`src/quadratic_root_solver_defines.svh`:
```
// ----------------------------------------------------------------------------
// Quadratic root solver assertion macros
// Shared concurrent assertion wrappers, clocked on clk, off during rst.
// ----------------------------------------------------------------------------
`ifndef QUADRATIC_ROOT_SOLVER_DEFINES_SVH
`define QUADRATIC_ROOT_SOLVER_DEFINES_SVH

// same-cycle implication
`define QRS_ASSERT_NOW(lbl, ante, cons) \
  lbl: assert property (@(posedge clk) disable iff (rst) (ante) |-> (cons)) \
    else $error("qrs assertion failed");

// next-cycle implication
`define QRS_ASSERT_NEXT(lbl, ante, cons) \
  lbl: assert property (@(posedge clk) disable iff (rst) (ante) |=> (cons)) \
    else $error("qrs assertion failed");

`endif

```
`src/qrs_sqrt_pipe.sv`:
```
// ----------------------------------------------------------------------------
// Pipelined integer square root
// Floor square root, one root bit resolved per register stage.
// ----------------------------------------------------------------------------
module qrs_sqrt_pipe #(
  parameter int IN_BITS = 66
) (
  input  logic                 clk,
  input  logic                 en,
  input  logic [IN_BITS-1:0]   radicand,
  output logic [IN_BITS/2-1:0] root
);

  localparam int RB = IN_BITS / 2;
  localparam int RW = RB + 2;

  logic [IN_BITS-1:0] rad_q  [RB];
  logic [RW-1:0]      rem_q  [RB];
  logic [RB-1:0]      root_q [RB];

  for (genvar k = 0; k < RB; k++) begin : g_stage
    logic [IN_BITS-1:0] rad_in;
    logic [RW-1:0]      rem_in;
    logic [RB-1:0]      root_in;
    logic [RW+1:0]      cat;
    logic [RW+1:0]      trial;
    logic               ge;

    if (k == 0) begin : g_first
      assign rad_in  = radicand;
      assign rem_in  = '0;
      assign root_in = '0;
    end else begin : g_next
      assign rad_in  = rad_q[k-1];
      assign rem_in  = rem_q[k-1];
      assign root_in = root_q[k-1];
    end

    // bring down two radicand bits, try (root*4 + 1)
    assign cat   = {rem_in, rad_in[IN_BITS-1 -: 2]};
    assign trial = (RW+2)'({root_in, 2'b01});
    assign ge    = cat >= trial;

    always_ff @(posedge clk) begin
      if (en) begin
        rad_q[k]  <= rad_in << 2;
        rem_q[k]  <= ge ? RW'(cat - trial) : RW'(cat);
        root_q[k] <= RB'({root_in, ge});
      end
    end
  end

  assign root = root_q[RB-1];

endmodule

```
`config.mk`:
```
export PLATFORM = sky130hd
export DESIGN_NAME = qrs_sqrt_pipe
export DESIGN_NICKNAME = d
export VERILOG_FILES = /design/src/quadratic_root_solver_defines.svh /design/src/qrs_sqrt_pipe.sv
export SDC_FILE = /design/constraint.sdc
export NUM_CORES = 2
export LEC_CHECK = 0
export BUFFER_PORTS_ARGS = -buffer_cell sky130_fd_sc_hd__buf_4
export CORE_MARGIN = 4
export CORE_UTILIZATION = 64
export DETAILED_ROUTE_END_ITERATION = 6
export PLACE_DENSITY = 0.8
export SKIP_LAST_GASP = 1
export SYNTH_ARGS = -nofsm -noshare
export SYNTH_HDL_FRONTEND = slang
export SYNTH_MEMORY_MAX_BITS = 65536
export SYNTH_SLANG_ARGS = --single-unit
```
`constraint.sdc`:
```
create_clock -name clk -period 4.8 [get_ports clk]
set_input_delay 1.2 -clock clk [delete_from_list [all_inputs] [get_ports clk]]
set_output_delay 1.2 -clock clk [all_outputs]
set_load 0.05 [all_outputs]
```
Yosys cells after proc, flatten, opt, wreduce, memory -nomap -nowiden:

Memories as Yosys holds them, arrays and structs flattened.
Index checks and enable logic that the tools add are counted.

* $add $sub $neg: 33
* $lt $le $gt $ge: 33
* muxes and demuxes: 35

Operators by type and width (number)
* 37-bit by 35-bit >= comparator with 1-bit output: 32
* 35-bit two-way mux: 33
* 35-bit subtractor: 32
* 2-bit by 1-bit subtractor with 3-bit output (second input constant): 1
* 2-bit by 1-bit >= comparator with 1-bit output (second input constant): 1
* 1-bit two-way mux: 2

* flip-flop bits (word level): 0
* memory bits (writable): 4356
* bits of input ports: 68
* output and inout port bits: 33
* logic and storage cells: 104
* memories kept: 3

Memories
* rad_q: depth 33, width 64, read ports 32, clocked after Yosys merged registers in 0, wr ports 33, line qrs_sqrt_pipe.sv:17 `logic [IN_BITS-1:0] rad_q [RB];`
* rem_q: depth 33, width 35, read ports 32, clocked after Yosys merged registers in 0, wr ports 33, line qrs_sqrt_pipe.sv:18 `logic [RW-1:0] rem_q [RB];`
* root_q: depth 33, width 33, read ports 33, clocked after Yosys merged registers in 0, wr ports 33, line qrs_sqrt_pipe.sv:19 `logic [RB-1:0] root_q [RB];`

Depth between registers and ports, before layout:

An unclocked memory read counts as a cell.

* depth after elaboration: 3
* depth in mapped cells: 15
* gate-level depth less buffers: 13

Least setup slack after synthesis:

Ideal clock, no wire load.

* kind: register -> register
* from: memory rem_q[0][189] in the netlist's numbering
* to: memory rem_q[0][229] in the netlist's numbering, data pin
* library setup time: 266 ps
* data arrival time: 3365 ps
* data required time: 4534 ps
* setup slack: 1169 ps
* cell stages (with the launch flop): 13
* path buffers: 2
* period minus slack after synthesis: 3631 ps
* cell sequence: edfxtp_1 > or3_1 > or2_1 > or3_1 > or2_4 > o311ai_1 > and4b_1 > buf_6 > or3_4 > or4_1 > buf_2 > nor3_1 > xor2_1

RTL lines (line)
* from (decl): qrs_sqrt_pipe.sv:18

==> run metrics <==
outcome=completed; post-CTS setup buffers=0; CTS resizes=0; Residual DRC=0; Chip Height=between 400 and 500 um; commonest non-fill, non-tap cell in the layout=edfxtp_1; Die X=450 um; post-route cell area=~140000 um^2; Worst-Margin Slew=between 1 and 1.5 ns; Worst Setup End Kind=register; Mapped Area=125000 um^2; Worst EP arrival=4.86 ns; Via density=about 6; Setup Skew=a little over 0.07 ns; sequential-to-total area share from yosys stat=~65%; cell taking the most area after synthesis=edfxtp_1; final hold vios=0; area grow syn2layout=10.9%; final setup fails=0; total track usage=between 20% and 30%; Layout Nets=about 11000; num ports=about 100; WL final=about 280000 um; Critical Path RT=~5.4 ns; Starting Density=64.6%; Startpoint Class=register; Yosys top cell area share=between 60 and 70%; RePlAce Congestion=about 0.95; post-route clock period utilization=87.9%; CP max FO=4; count of input and output buffers=100; largest net degree at the start of global routing=126; EDFF count, synth=~2700; Core ar.=193000 um^2; Longest Clk Path Bufs=4; Worst slew margin=about a quarter; Period minus WS final=about 4.2 ns; Placed Area=129000 um^2; Fmax achieved=237 MHz; clock buffer count from CTS=around 290; # H-tree levels=5; Clock Latency Late Sink=around 0.94 ns; Vias=approximately 80000; Final ANT Viol Nets=0; power density cells=approximately 500 nW/um^2; CTS tree=built; initial antenna violation count=12; count of pins over their slew limit=0; share of layout cells above drive strength 1=7.62%; main area contributors after synthesis=edfxtp_1 (65%), ha_1 (6.0%), xnor2_1 (3.3%); share of flip-flops with an asynchronous set or reset=0%; clock sinks=2684; peak supply drop=388 uV; Lkg Pwr=53.2 nW; full die area=between 200000 and 250000 um^2; initial DRC count=7400; #FFs+latches synth=~2700; synth warn=0; row count=approximately 160; DP HPWL=200000 um; commonest cells after routing, fill and taps aside=edfxtp_1 (2684), inv_1 (759), nand2_1 (715); clock slew at reported path FFs=around 0.06 ns; vias in the first global route=roughly 76000; Worst Setup Path Type=reg2reg; Post-Synthesis Net Count=10400; Final TNS setup=0 ns; min-delay worst type=reg2reg; Synth Area per Inst=~13 um^2; Netlist cell types=just over 80; CTS root buf=clkbuf_16; FILL cells=about 13000; total gr overflow=0; MaxCap Viol Count=0; first-pass GRT wire length=roughly 430000 um; top_reg_cell synth=edfxtp_1; hold_buf cts=0; RSZ-0062 raised after global routing=false; routed len/inst=about 22 um; First-pass DRT Iterations=7; Synth Instances=just under 10000
==> cells by family (layout without fill, tap and decap cells) <==
group,after synthesis,after routing,share of synthesized area [%]
AO/OA/AOI/OAI,1966,1966,9.58
buffers and inverters,954,1476,2.88
multiplexers,77,77,0.684
adder cells (fa/ha/maj),596,596,5.97
AND/OR/NAND/NOR,2554,2554,10.0
XOR/XNOR,895,895,6.28
flip-flops,2684,2684,64.6
other,1,8,0.00300
==> registers in the layout, indices dropped and copies added (netlist names) <==
signal,count
rad_q,1056
rem_q,1067
root_q,561
==> path summary, 6_finish.rpt <==
check / start / slack (ns) / to / depth (start not counted)
worst max-delay path: rad_q[0][1214] / 0.58 / rem_q[0][699] / 12
worst min-delay path: rad_q[0][297] / 0.40 / rad_q[0][363] / 0
worst max register to register: rad_q[0][1214] / 0.58 / rem_q[0][699] / 12
worst min register to register: rad_q[0][297] / 0.40 / rad_q[0][363] / 0
==> worst max-delay path, cell delays in order, from the launching register on <==
cell and delay (ns):
edfxtp_1 0.61, inv_1 0.24, ha_1 0.21, nand2b_1 0.11, a21boi_0 0.09, o21ai_0 0.25, a21oi_1 0.21, a2111oi_0 0.94
a211oi_1 0.26, a211o_1 0.37, or2_2 0.31, nor4_1 0.24, xor2_1 0.10
==> area by class of cell <==
class	count	area [um^2]	share of cell area [%]
tap	2526	3160	2.28
clock inverter	154	1500	1.09
inverter	760	2850	2.06
antenna	7	17.5	0.0127
sequential	2684	80600	58.2
timing repair buffer	229	2110	1.53
clock buffer	333	7440	5.38
multi-input combinational	6089	40700	29.4
==> where the power goes <==
group	total (mW)	switching, mW	internal, mW	leakage [nW]
clock	21.4	8.80	12.6	4.37
combinational	14.1	8.44	5.70	23.0
sequential	31.9	2.26	29.7	25.8
total	67.4	19.5	47.9	53.2
==> routing by layer <==
layer | part of all wire [%] | GRT usage, % | vias to the layer above
met1 | 41 | 36.9 | 37900
met4 | 4.2 | 10.7 | 4
met3 | 6.2 | 4.00 | 646
li1 | - | - | 36500
met2 | 48 | 45.2 | 2743
met5 | 0.011 | 0 | -
==> synth_stat cells, types with 56 or more instances <==
| cell | count |
|---|---|
| a21oi_1 | 645 |
| nor3_1 | 244 |
| or2_2 | 58 |
| xor2_1 | 426 |
| clkbuf_1 | 175 |
| a21o_1 | 243 |
| o21a_1 | 93 |
| nand2_1 | 716 |
| mux2_2 | 66 |
| o31ai_1 | 62 |
| nor2_1 | 589 |
| ha_1 | 596 |
| edfxtp_1 | 2684 |
| inv_1 | 759 |
| nand3_1 | 158 |
| nand4_1 | 112 |
| nor2b_1 | 77 |
| xnor2_1 | 469 |
| and3_1 | 56 |
| nand2b_1 | 129 |
| nor4_1 | 127 |
| or4_1 | 61 |
| or3_1 | 102 |
| o21ai_0 | 552 |
==> through the flow <==
stage	utilization, %	setup WS, ns	hold slack [ns]	total power, mW	cells
4_1_cts	71.6	0.668	0.362	67.7	12800
6_report	71.6	0.582	0.402	67.4	12800
2_1_floorplan	-	1.17	0.400	41.2	9727
3_3_place_gp	67.0	0.649	0.400	45.8	12300
5_1_grt	71.6	0.337	0.387	70.5	12800
3_5_place_dp	67.0	0.691	0.405	46.1	12300
Power figures use the tool's default switching activity.
